**src/rtl/core/bqd_pkg.sv**
```systemverilog
// Shared types and constants for the block dequantizer.
`default_nettype none
package bqd_pkg;

  // Formats selected by the format register.
  localparam logic [1:0] FMT_F16  = 2'd0;
  localparam logic [1:0] FMT_BF16 = 2'd1;
  localparam logic [1:0] FMT_Q4   = 2'd2;
  localparam logic [1:0] FMT_Q8   = 2'd3;

  // Kinds of work handed from the front to the back.
  localparam logic [1:0] KIND_PLAIN = 2'd0;
  localparam logic [1:0] KIND_Q4    = 2'd1;
  localparam logic [1:0] KIND_Q8    = 2'd2;

  // Block lengths in words, scale word included.
  localparam logic [4:0] Q4_BLOCK_WORDS = 5'd9;
  localparam logic [4:0] Q8_BLOCK_WORDS = 5'd17;

  // Default queue depths.
  localparam int JOB_DEPTH_DEF = 2;
  localparam int OUT_DEPTH_DEF = 4;

  // One classified word waiting for the back end.
  typedef struct packed {
    logic [1:0]  kind;
    logic [15:0] word;
    logic [31:0] scale;   // block scale, or the finished value for plain words
    logic [4:0]  pos;     // position of the first element of this word
    logic        done;    // word closes a block (always set for plain words)
  } job_t;

  // One finished result element.
  typedef struct packed {
    logic [31:0] value;
    logic [4:0]  position;
    logic        block_done;
    logic        last;
  } result_t;

endpackage
`default_nettype wire

```
**src/rtl/core/bqd_fifo.sv**
```systemverilog
// Small register-based first-in first-out queue.
`default_nettype none
module bqd_fifo #(
  parameter int WIDTH = 8,
  parameter int DEPTH = 2
) (
  input  wire logic                       clk,
  input  wire logic                       rst,
  input  wire logic                       push,
  input  wire logic [WIDTH-1:0]           din,
  output logic                            full,
  input  wire logic                       pop,
  output logic [WIDTH-1:0]                dout,
  output logic                            empty,
  output logic [$clog2(DEPTH+1)-1:0]      count
);

  localparam int AW = (DEPTH > 1) ? $clog2(DEPTH) : 1;
  localparam int CW = $clog2(DEPTH+1);
  localparam logic [AW-1:0] LAST_PTR = AW'(DEPTH - 1);
  localparam logic [CW-1:0] DEPTH_C  = CW'(DEPTH);

  logic [WIDTH-1:0] mem [DEPTH];
  logic [AW-1:0]    wr_ptr;
  logic [AW-1:0]    rd_ptr;
  logic             do_push;
  logic             do_pop;

  assign full    = (count == DEPTH_C);
  assign empty   = (count == '0);
  assign do_push = push && !full;
  assign do_pop  = pop && !empty;
  assign dout    = mem[rd_ptr];

  // Storage is written without reset.
  always_ff @(posedge clk) begin
    if (do_push) begin
      mem[wr_ptr] <= din;
    end
  end

  // Pointers and fill count.
  always_ff @(posedge clk) begin
    if (rst) begin
      wr_ptr <= '0;
      rd_ptr <= '0;
      count  <= '0;
    end else begin
      if (do_push) begin
        wr_ptr <= (wr_ptr == LAST_PTR) ? '0 : wr_ptr + 1'b1;
      end
      if (do_pop) begin
        rd_ptr <= (rd_ptr == LAST_PTR) ? '0 : rd_ptr + 1'b1;
      end
      if (do_push && !do_pop) begin
        count <= count + 1'b1;
      end else if (do_pop && !do_push) begin
        count <= count - 1'b1;
      end
    end
  end

endmodule
`default_nettype wire

```
**src/rtl/core/bqd_front.sv**
```systemverilog
// Front end: takes input words, tracks block position and scale, classifies work.
`default_nettype none
module bqd_front (
  input  wire logic            clk,
  input  wire logic            rst,
  input  wire logic            cfg_we,
  input  wire logic [1:0]      cfg_data,
  input  wire logic            push,
  input  wire logic [15:0]     word,
  input  wire logic            restart,
  output logic                 full,
  input  wire logic            job_full,
  output logic                 job_push,
  output bqd_pkg::job_t        job
);

  logic [1:0]  format;
  logic [4:0]  word_in_block;
  logic [4:0]  word_in_block_next;
  logic [31:0] block_scale;
  logic [31:0] block_scale_next;
  logic        accept;
  logic [4:0]  blen;
  logic [4:0]  idx;
  logic [31:0] half_val;

  // Exact f16 to f32 conversion; infinity and NaN become +0.
  function automatic logic [31:0] half_to_f32(input logic [15:0] h);
    logic [4:0]  ex;
    logic [9:0]  man;
    logic [3:0]  lead;
    logic [22:0] frac;
    logic [31:0] res;
    ex   = h[14:10];
    man  = h[9:0];
    lead = '0;
    for (int i = 0; i < 10; i++) begin
      if (man[i]) begin
        lead = 4'(i);
      end
    end
    frac = 23'({13'd0, man} << (5'd23 - {1'b0, lead}));
    if (ex == 5'd0) begin
      if (man == '0) begin
        res = {h[15], 31'd0};
      end else begin
        res = {h[15], 8'd103 + {4'd0, lead}, frac};
      end
    end else if (ex == 5'h1f) begin
      res = '0;
    end else begin
      res = {h[15], {3'd0, ex} + 8'd112, man, 13'd0};
    end
    return res;
  endfunction

  assign full     = job_full;
  assign accept   = push && !job_full;
  assign half_val = half_to_f32(word);

  // Classify the word against the current block position.
  always_comb begin
    blen = (format == bqd_pkg::FMT_Q4) ? bqd_pkg::Q4_BLOCK_WORDS : bqd_pkg::Q8_BLOCK_WORDS;
    idx  = restart ? 5'd0 : word_in_block;
    if (idx >= blen) begin
      idx = 5'd0;
    end
    word_in_block_next = word_in_block;
    block_scale_next   = block_scale;
    job_push           = 1'b0;
    job.kind           = bqd_pkg::KIND_PLAIN;
    job.word           = word;
    job.scale          = block_scale;
    job.pos            = {idx[3:0] - 4'd1, 1'b0};
    job.done           = (idx == blen - 5'd1);
    case (format)
      bqd_pkg::FMT_F16, bqd_pkg::FMT_BF16: begin
        word_in_block_next = '0;
        job_push           = accept;
        job.scale          = (format == bqd_pkg::FMT_F16) ? half_val : {word, 16'd0};
        job.pos            = '0;
        job.done           = 1'b1;
      end
      default: begin
        if (idx == 5'd0) begin
          word_in_block_next = 5'd1;
          block_scale_next   = half_val;
        end else begin
          word_in_block_next = job.done ? 5'd0 : idx + 5'd1;
          job_push           = accept;
          job.kind = (format == bqd_pkg::FMT_Q4) ? bqd_pkg::KIND_Q4 : bqd_pkg::KIND_Q8;
        end
      end
    endcase
  end

  // Format register and block state.
  always_ff @(posedge clk) begin
    if (rst) begin
      format        <= bqd_pkg::FMT_F16;
      word_in_block <= '0;
      block_scale   <= '0;
    end else begin
      if (cfg_we) begin
        format <= cfg_data;
      end
      if (accept) begin
        word_in_block <= word_in_block_next;
        block_scale   <= block_scale_next;
      end
    end
  end

endmodule
`default_nettype wire

```
**src/rtl/core/bqd_back.sv**
```systemverilog
// Back end: expands each job into elements, multiplies and normalizes quantized ones; plain words pass through.
`default_nettype none
module bqd_back #(
  parameter int OUT_DEPTH = bqd_pkg::OUT_DEPTH_DEF
) (
  input  wire logic                          clk,
  input  wire logic                          rst,
  input  wire logic                          job_empty,
  input  wire bqd_pkg::job_t                 job,
  output logic                               job_pop,
  input  wire logic [$clog2(OUT_DEPTH+1)-1:0] out_count,
  output logic                               res_push,
  output bqd_pkg::result_t                   res
);

  localparam int CW = $clog2(OUT_DEPTH+1);
  localparam logic [CW:0] DEPTH_C = (CW+1)'(OUT_DEPTH);

  logic [1:0]  elem;
  logic [1:0]  last_elem;
  logic [CW:0] occ;
  logic        issue;
  logic        is_last;
  logic [3:0]  nib;
  logic [7:0]  qbyte;
  logic [7:0]  aq;
  logic        qneg;
  logic [4:0]  pos;

  // Stage one registers.
  logic        s1_valid;
  logic        s1_plain;
  logic [31:0] s1_plain_val;
  logic        s1_sign;
  logic [7:0]  s1_exp;
  logic        s1_zero;
  logic [31:0] s1_prod;
  logic [4:0]  s1_pos;
  logic        s1_done;
  logic        s1_last;

  logic [3:0]  sh;
  logic [31:0] shifted;

  // Issue one element per cycle while a job is waiting and the result queue has room.
  assign occ       = {1'b0, out_count} + {{CW{1'b0}}, s1_valid};
  assign issue     = !job_empty && (occ < DEPTH_C);
  assign last_elem = (job.kind == bqd_pkg::KIND_Q4) ? 2'd3 :
                     (job.kind == bqd_pkg::KIND_Q8) ? 2'd1 : 2'd0;
  assign is_last   = (elem == last_elem);
  assign job_pop   = issue && is_last;

  // Select the quant and its position for the current element.
  always_comb begin
    nib   = '0;
    qbyte = '0;
    aq    = '0;
    qneg  = 1'b0;
    pos   = job.pos;
    case (job.kind)
      bqd_pkg::KIND_Q4: begin
        case (elem)
          2'd0: begin nib = job.word[3:0];   pos = job.pos;          end
          2'd1: begin nib = job.word[7:4];   pos = job.pos + 5'd16;  end
          2'd2: begin nib = job.word[11:8];  pos = job.pos + 5'd1;   end
          default: begin nib = job.word[15:12]; pos = job.pos + 5'd17; end
        endcase
        qneg = !nib[3];
        aq   = nib[3] ? {5'd0, nib[2:0]} : 8'd8 - {4'd0, nib};
      end
      bqd_pkg::KIND_Q8: begin
        qbyte = elem[0] ? job.word[15:8] : job.word[7:0];
        pos   = job.pos + {4'd0, elem[0]};
        qneg  = qbyte[7];
        aq    = qneg ? 8'd0 - qbyte : qbyte;
      end
      default: begin
        pos = '0;
      end
    endcase
  end

  // Element counter and stage one: the mantissa product.
  always_ff @(posedge clk) begin
    if (rst) begin
      elem     <= '0;
      s1_valid <= 1'b0;
    end else begin
      s1_valid <= issue;
      if (issue) begin
        elem <= is_last ? 2'd0 : elem + 2'd1;
      end
    end
  end

  always_ff @(posedge clk) begin
    if (issue) begin
      s1_plain     <= (job.kind == bqd_pkg::KIND_PLAIN);
      s1_plain_val <= job.scale;
      s1_sign      <= job.scale[31] ^ qneg;
      s1_exp       <= job.scale[30:23];
      s1_zero      <= (job.scale[30:0] == '0) || (aq == '0);
      s1_prod      <= {1'b1, job.scale[22:0]} * aq;
      s1_pos       <= pos;
      s1_done      <= is_last && job.done;
      s1_last      <= is_last;
    end
  end

  // Stage two: find the leading one and pack the float.
  always_comb begin
    sh = '0;
    for (int i = 0; i < 9; i++) begin
      if (s1_prod[23 + i]) begin
        sh = 4'(i);
      end
    end
    shifted = s1_prod >> sh;
  end

  assign res_push = s1_valid;

  always_comb begin
    res.position   = s1_pos;
    res.block_done = s1_done;
    res.last       = s1_last;
    if (s1_plain) begin
      res.value = s1_plain_val;
    end else if (s1_zero) begin
      res.value = {s1_sign, 31'd0};
    end else begin
      res.value = {s1_sign, s1_exp + {4'd0, sh}, shifted[22:0]};
    end
  end

  a_issue_has_job: assert property (@(posedge clk) disable iff (rst)
    issue |-> !job_empty) else $error("element issued with no job");
  a_no_overflow: assert property (@(posedge clk) disable iff (rst)
    s1_valid |-> (out_count < DEPTH_C[CW-1:0]) || (DEPTH_C[CW] == 1'b1))
    else $error("result queue would overflow");
  a_mid_job_held: assert property (@(posedge clk) disable iff (rst)
    (elem != 2'd0) |-> !job_empty) else $error("job left mid expansion");
  a_q8_count: assert property (@(posedge clk) disable iff (rst)
    (!job_empty && job.kind == bqd_pkg::KIND_Q8) |-> (elem < 2'd2))
    else $error("q8_0 element counter out of range");
  a_stage_follows: assert property (@(posedge clk) disable iff (rst)
    issue |=> s1_valid) else $error("issued element lost");

endmodule
`default_nettype wire

```
**src/rtl/core/block_quant_dequantizer.sv**
```systemverilog
// Top level of the block dequantizer: front, job queue, back and result queue.
//
//  channel   direction  handshake          payload
//  input     in         push / full        word[15:0], restart
//  result    out        pop / empty        value[31:0], position[4:0], block_done, last
//  config    in         cfg_we             cfg_data[1:0] (format)
//
// The front takes one word per cycle while the job queue has room; scale words
// make no result. The back issues one element per cycle while the result queue
// has room: one for an f16/bf16 word, two for q8_0 and four for q4_0. Results
// pass the job queue, the stage one register and the result queue on their way
// to the result ports; the other results of a word follow at the same rate.
// Reset is synchronous and clears format, block position, scale and queues.
// A stalled result queue fills and then backs up through the job queue to full.
`default_nettype none
module block_quant_dequantizer #(
  parameter int JOB_DEPTH = bqd_pkg::JOB_DEPTH_DEF,
  parameter int OUT_DEPTH = bqd_pkg::OUT_DEPTH_DEF
) (
  input  wire logic        clk,
  input  wire logic        rst,
  input  wire logic        cfg_we,
  input  wire logic [1:0]  cfg_data,
  input  wire logic        push,
  output logic             full,
  input  wire logic [15:0] word,
  input  wire logic        restart,
  output logic             empty,
  input  wire logic        pop,
  output logic [31:0]      value,
  output logic [4:0]       position,
  output logic             block_done,
  output logic             last
);

  localparam int JW = $bits(bqd_pkg::job_t);
  localparam int RW = $bits(bqd_pkg::result_t);

  bqd_pkg::job_t    job_in;
  bqd_pkg::job_t    job_head;
  bqd_pkg::result_t res_in;
  bqd_pkg::result_t res_head;
  logic             job_push;
  logic             job_full;
  logic             job_empty;
  logic             job_pop;
  logic [$clog2(JOB_DEPTH+1)-1:0] job_count;
  logic             res_push;
  logic             res_full;
  logic [$clog2(OUT_DEPTH+1)-1:0] out_count;

  // Front end.
  bqd_front u_front (
    .clk      (clk),
    .rst      (rst),
    .cfg_we   (cfg_we),
    .cfg_data (cfg_data),
    .push     (push),
    .word     (word),
    .restart  (restart),
    .full     (full),
    .job_full (job_full),
    .job_push (job_push),
    .job      (job_in)
  );

  // Queue between front and back.
  bqd_fifo #(.WIDTH(JW), .DEPTH(JOB_DEPTH)) u_job_q (
    .clk   (clk),
    .rst   (rst),
    .push  (job_push),
    .din   (job_in),
    .full  (job_full),
    .pop   (job_pop),
    .dout  (job_head),
    .empty (job_empty),
    .count (job_count)
  );

  // Back end.
  bqd_back #(.OUT_DEPTH(OUT_DEPTH)) u_back (
    .clk       (clk),
    .rst       (rst),
    .job_empty (job_empty),
    .job       (job_head),
    .job_pop   (job_pop),
    .out_count (out_count),
    .res_push  (res_push),
    .res       (res_in)
  );

  // Result queue.
  bqd_fifo #(.WIDTH(RW), .DEPTH(OUT_DEPTH)) u_out_q (
    .clk   (clk),
    .rst   (rst),
    .push  (res_push),
    .din   (res_in),
    .full  (res_full),
    .pop   (pop),
    .dout  (res_head),
    .empty (empty),
    .count (out_count)
  );

  assign value      = res_head.value;
  assign position   = res_head.position;
  assign block_done = res_head.block_done;
  assign last       = res_head.last;

  a_job_count: assert property (@(posedge clk) disable iff (rst)
    job_full |-> (job_count != '0)) else $error("job queue count inconsistent");
  a_no_push_full: assert property (@(posedge clk) disable iff (rst)
    res_push |-> !res_full) else $error("result pushed into full queue");
  a_push_blocked: assert property (@(posedge clk) disable iff (rst)
    job_full |-> !job_push) else $error("job pushed into full queue");

endmodule
`default_nettype wire

```
**config.mk**
```make
export PLATFORM = sky130hd
export DESIGN_NAME = block_quant_dequantizer
export DESIGN_NICKNAME = d
export VERILOG_FILES = /design/src/rtl/core/bqd_pkg.sv /design/src/rtl/core/bqd_fifo.sv /design/src/rtl/core/bqd_front.sv /design/src/rtl/core/bqd_back.sv /design/src/rtl/core/block_quant_dequantizer.sv
export SDC_FILE = /design/constraint.sdc
export NUM_CORES = 1
export LEC_CHECK = 0
export BUFFER_PORTS_ARGS = -buffer_cell sky130_fd_sc_hd__buf_2
export CAP_MARGIN = 20
export CORE_ASPECT_RATIO = 0.8
export CORE_UTILIZATION = 50
export CTS_BUF_LIST = sky130_fd_sc_hd__clkbuf_16
export CTS_CLUSTER_SIZE = 10
export DETAILED_ROUTE_END_ITERATION = 10
export GPL_ROUTABILITY_DRIVEN = 0
export PLACE_DENSITY = 0.66
export SLEW_MARGIN = 20
export SYNTH_ARGS = -nofsm -noshare
export SYNTH_HDL_FRONTEND = slang
export SYNTH_SLANG_ARGS = --single-unit
```
**constraint.sdc**
```tcl
create_clock -name clk -period 9.2 [get_ports clk]
set_input_delay 0.92 -clock clk [delete_from_list [all_inputs] [get_ports clk]]
set_output_delay 0.92 -clock clk [all_outputs]
set_load 0.01 [all_outputs]
```
== Word-level counts from Yosys, hierarchy flattened ==
Memory sizes are Yosys's and may differ from the RTL's. A register that Yosys moved wholly into a read port is not among the register bits.
Cells that the tools add are included.

* Logic and storage cells: 164
* Output and inout bits: 41
* RAM bits: 268
* Memories: 2
* Register bits after elaboration: 135
* Input port bits: 24

{| class="wikitable"
|+ Memories
! memory !! depth !! bits a word !! rd ports !! clocked after Yosys merged registers in !! write ports !! line !! text
|-
| u_out_q.mem || 4 || 39 || 1 || 1 || 1 || bqd_fifo.sv:23 || <nowiki>logic [WIDTH-1:0] mem [DEPTH];</nowiki>
|-
| u_job_q.mem || 2 || 56 || 1 || 1 || 1 || bqd_fifo.sv:23 ||
|}

* Reductions and logical operators: 36
* Magnitude comparators: 2
* Equality and inequality tests: 13
* Bitwise gates (word level): 2
* Shifts and indexed selects: 2
* Mux-type cells: 63
* Multipliers: 1
* Add/sub/neg operators: 23

{| class="wikitable"
|+ Operator list
! operator !! number
|-
| 32-bit 2-to-1 mux || 4
|-
| 31-bit 2-to-1 mux || 2
|-
| 38-bit 2-to-1 mux || 1
|-
| 24-bit by 8-bit multiplier with 32-bit output || 1
|-
| 32-bit by 4-bit right shift with 23-bit output || 1
|-
| 31-bit zero test || 1
|-
| 2-bit 2-to-1 mux || 15
|-
| 3-bit 2-to-1 mux || 10
|-
| 5-bit 2-to-1 mux || 6
|-
| 8-bit 2-to-1 mux || 3
|-
| 10-bit by 5-bit left shift with 23-bit output || 1
|-
| 4-bit 2-to-1 mux || 4
|-
| 8-bit case mux with 2 select lines || 1
|-
| 5-bit case mux with 3 select lines || 1
|-
| 1-bit 2-to-1 mux || 13
|-
| 2-bit equality test, second input constant || 6
|-
| 1-bit logical AND || 12
|-
| 4-bit case mux with 3 select lines || 1
|-
| 5-bit by 1-bit adder with 5-bit output, second input constant || 2
|-
| 5-bit adder, second input constant || 2
|-
| 10-bit zero test || 1
|-
| 5-bit zero test || 2
|-
| 5-bit case mux with 2 select lines || 1
|-
| 1-bit zero test || 9
|-
| 32 further kinds || 42
|}

== Logic depth before layout (Yosys ltp) ==
* Depth in word-level cells: 15
* Depth in mapped cells: 29
* Depth with buffers taken out: 27

== Hierarchy ==
A second synthesis with hierarchy kept.

* Cells, all modules: 2032
* Area total of the unflattened synthesis: 24483.5 µm²

{| class="wikitable"
|+ By module, submodules not included
! module !! times used !! cells an instance !! area an instance (µm²) !! seq. area each (µm²)
|-
| bqd_back || 1 || 1173 || 11044.3 || 2282.2
|-
| bqd_fifo (u_out_q) || 1 || 253 || 6099.6 || 4864.7
|-
| bqd_fifo (u_job_q) || 1 || 199 || 4251.6 || 3463.3
|-
| bqd_front || 1 || 407 || 3088.0 || 760.7
|}

== Worst setup path after synthesis ==
No wires, ideal clock.

* Path type: flip-flop to flip-flop
* Start: register with a tool-made name
* End: register u_back.s1_prod[30], data pin
* Setup time: 0.269 ns
* Required time: 8.931 ns
* Data arrival time: 6.590 ns
* Setup slack: 2.341 ns
* Path buffers: 6
* Stages on the path, launching flop included: 26
* Cell sequence: dfxtp_1 -> buf_6 -> buf_4 -> buf_2 -> buf_2 -> mux2i_1 -> ha_1 -> and2_1 -> buf_2 -> a2bb2oi_1 -> buf_2 -> nor2_1 -> fa_1 -> fa_1 -> fa_1 -> inv_1 -> fa_1 -> inv_1 -> ha_1 -> o21ai_0 -> or3b_1 -> o31a_1 -> o21ai_1 -> a211oi_1 -> o31ai_2 -> o311ai_1

{| class="wikitable"
|+ RTL lines
! element !! line !! text
|-
| to (signal assigned) || bqd_back.sv:103 || <nowiki>s1_prod <= {1'b1, job.scale[22:0]} * aq;</nowiki>
|-
| to (decl) || bqd_back.sv:37 || <nowiki>logic [31:0] s1_prod;</nowiki>
|}

==> run_results.csv <==
group,metric,value,unit
yosys,yosysWarnings,0,
worst_setup_path,cp-start-kind,"register",
grt,globalRouteTotalUtil,0.229,
sta,tns,0,ns
floorplanning,die_h,194,um
yosys,yosys-top-cells-area,"edfxtp_1 (44%), fa_1 (12%), dfxtp_1 (4.8%), ha_1 (4.2%), nor2_1 (4.2%)",
yosys,synth-main-ff-cell,"edfxtp_1",
sta,min_period_over_period,0.841,
grt,antenna_found_initial,1,
yosys,syn_area,23000,um^2
clocking,hold_buffers,0,
sta,drv_slew,0,
yosys,synth.avg_cell_area,11.9,um^2
yosys,postSynthCellCount,1933,
clocking,cts_root_buffer,"clkbuf_16",
drt,drt_first_iter_violations,1670,
power,p_leak,10.1,nW
yosys,synth.top_cell.area_share,0.443,
drt,ant_nets,0,
power,ir_drop,0.184,mV
clocking,h-tree-depth,2,
placed_design,io_buffers,64,
power,power_frac_clock,0.196,
drt,wl_per_cell,20.1,um
power,p_per_area,321,nW/um^2
floorplanning,start_util,0.513,
finish,n_antenna_cell,0,
finish,area_growth_syn_to_layout,9.71,%
worst_setup_path,path_max_fanout,31,
sta,fin_worst_skew,0.0205,ns
floorplanning,core_area,44900,um^2
clocking,post_cts_buffers,0,
sta,relSlewSlack,0.235,
clocking,cts_tree,"yes",
sta,rsz0062_at_grt,"no",
outcome,status,"finished clean",
yosys,synth_top_area_cell,"edfxtp_1",
floorplanning,io_pins,65,
clocking,clkLatencyLatePin,0.57,ns
yosys,synth.distinct_cells,79,
finish,postLayoutCoreUtil,0.563,
grt,grt-ovfl-total,0,
grt,grt_max_degree,75,
run,maxCapViolCount,0,
yosys,synthArstFlopShare,0,
power,swShare,0.401,
power,p_int,4.86,mW
clocking,cts_sinks,395,
yosys,synth_seq_cells,395,
clocking,cts_buffers,46,
power,power_frac_comb,0.459,
worst_setup_path,end_kind,"register",
grt,grt_pass1_vias,15300,
sta,finalHoldViolCount,0,
sta,setup_viol,0,
worst_setup_path,required,9.51,ns
worst_setup_path,cp.arrival,8.04,ns
min_path,hold_class,"reg -> reg",
yosys,synth_edf_count,340,
sta,max_freq,129,MHz
drt,drt-total-wl,52500,um
drt,first_pass_iters,5,
worst_setup_path,regToRegSetupSlack,1.46,ns
sta,min_period,7.74,ns
yosys,yosysMostFrequentCell,"edfxtp_1",
clocking,cts_resized,0,
finish,drive_above_1_share,0.126,
drt,vias,15200,
clocking,cts.clk_slew.worst_paths,0.05,ns
yosys,synth-seq-area-share,0.491,
drt,drc_errors,0,
finish,fillCellCount,3734,
drt,viasPerCell,5.82,
worst_setup_path,worst-setup-path-type,"reg -> reg",
placed_design,hpwlAfterDp,37100,um
floorplanning,num_rows,69,
sta,tightest_slew,1.12,ns
power,power_switching,3.25,mW
grt,grt_pass1_wl,85400,um
yosys,yosys-top-cells-count,"edfxtp_1 (340), nor2_1 (255), inv_1 (190)",
finish,nNetsFinal,2224,
clocking,cts_buffer_depth,3,
floorplanning,die_x,242,um
floorplanning,die_area,46900,um^2
power,pwr-share-seq,0.345,
yosys,syn_nets,2169,
## state kept, by name (all words and copies together), names as in the netlist, named ones only
name / flops
u_out_q.mem: 156
u_job_q.mem: 110
u_back.s1_prod: 32
u_front.block_scale: 31
u_back.s1_plain_val: 25
u_back.s1_exp: 7
u_back.s1_pos: 5
u_front.word_in_block: 5
u_out_q.count: 3
u_back.elem: 2
u_front.format: 2
u_job_q.count: 2
u_out_q.rd_ptr: 2
u_out_q.wr_ptr: 2
u_back.res_push: 1
u_back.s1_done: 1
u_back.s1_last: 1
u_back.s1_plain: 1
u_back.s1_sign: 1
u_back.s1_zero: 1
u_job_q.rd_ptr: 1
u_job_q.wr_ptr: 1
## logic make-up (layout without fill, tap and decap cells)
logic type	Yosys count	count (layout)	share of synthesized area
flops	395	395	0.491
xor+xnor	45	45	0.0171
compound gates	309	309	0.0901
mux	152	152	0.0893
fa+ha+maj	212	212	0.159
buf+inv	272	351	0.0463
simple gates	548	548	0.107
## cell type report
type,count,area [um^2],area share
flip-flops and latches,395,11300,0.448
well taps,603,754,0.0299
repair buffers,86,485,0.0192
inverters,193,724,0.0287
multi-input cells,1266,10700,0.423
clock buffers,46,1150,0.0456
clock inverters,26,153,0.00604
## power groups by stage
stage | combinational [mW] | clock, mW | sequential [mW]
global route | 4.13 | 1.70 | 2.83
finish | 3.72 | 1.59 | 2.80
global placement | 3.55 | 0 | 2.81
detailed placement | 3.65 | 0 | 2.83
floorplan | 2.68 | 0 | 2.72
CTS | 3.68 | 1.62 | 2.79
## worst max-delay path, stage by stage (launching register included)
cell	delay, ns
dfxtp_2	0.91
mux2_1	0.41
a22o_1	0.24
o31ai_2	0.26
ha_1	0.20
nor2_1	0.05
xor2_1	0.14
o22a_1	0.74
nor2_1	0.18
fa_1	0.56
fa_1	0.46
fa_1	0.53
inv_1	0.05
fa_1	0.48
inv_1	0.05
ha_1	0.35
o21ai_0	0.13
or3b_1	0.42
o31a_1	0.34
o21ai_1	0.30
a211oi_1	0.19
o31ai_2	0.34
o311ai_1	0.13
## layer usage
| metal | part of all wire | GRT usage | up-vias |
|---|---|---|---|
| met5 | 0.00025 | 0 | - |
| met1 | 0.46 | 0.338 | 7559 |
| met3 | 0.076 | 0.0450 | 92 |
| met4 | 0.017 | 0.0476 | 2 |
| met2 | 0.45 | 0.351 | 627 |
| li1 | - | - | 6948 |
## worst paths after layout
check | end | cells past startpoint | from
min reg2reg | u_front.block_scale[8] | 1 | u_front.block_scale[8]
max reg2reg | u_back.s1_prod[30] | 22 | register
max | u_back.s1_prod[30] | 22 | register
min | u_front.block_scale[8] | 1 | u_front.block_scale[8]
## layout by cell type (no fill, tap or decap), drive strengths merged, types with 46 or more instances in the layout
cell type  Yosys  layout
nand2        124     124
ha            78      78
buf           30      86
nor2         257     257
fa           134     134
o21ai         82      82
inv          193     214
edfxtp       340     340
dfxtp         55      55
clkbuf        49      46
mux2i         81      81
a21oi         70      70
## stage by stage
| stage | power (mW) | cell area, um^2 | hold slack, ns | setup slack [ns] | instances |
|---|---|---|---|---|---|
| after floorplan | 5.40 | 23000 | 0.421 | 2.34 | 1933 |
| after global placement | 6.36 | 23900 | 0.434 | 1.71 | 2542 |
| after detailed placement | 6.48 | 24000 | 0.435 | 1.53 | 2542 |
| after CTS | 8.10 | 25300 | 0.450 | 1.52 | 2614 |
| after global routing | 8.67 | 25300 | 0.461 | 1.07 | 2615 |
| final | 8.11 | 25300 | 0.447 | 1.46 | 2615 |
Power figures use the tool's default switching activity.
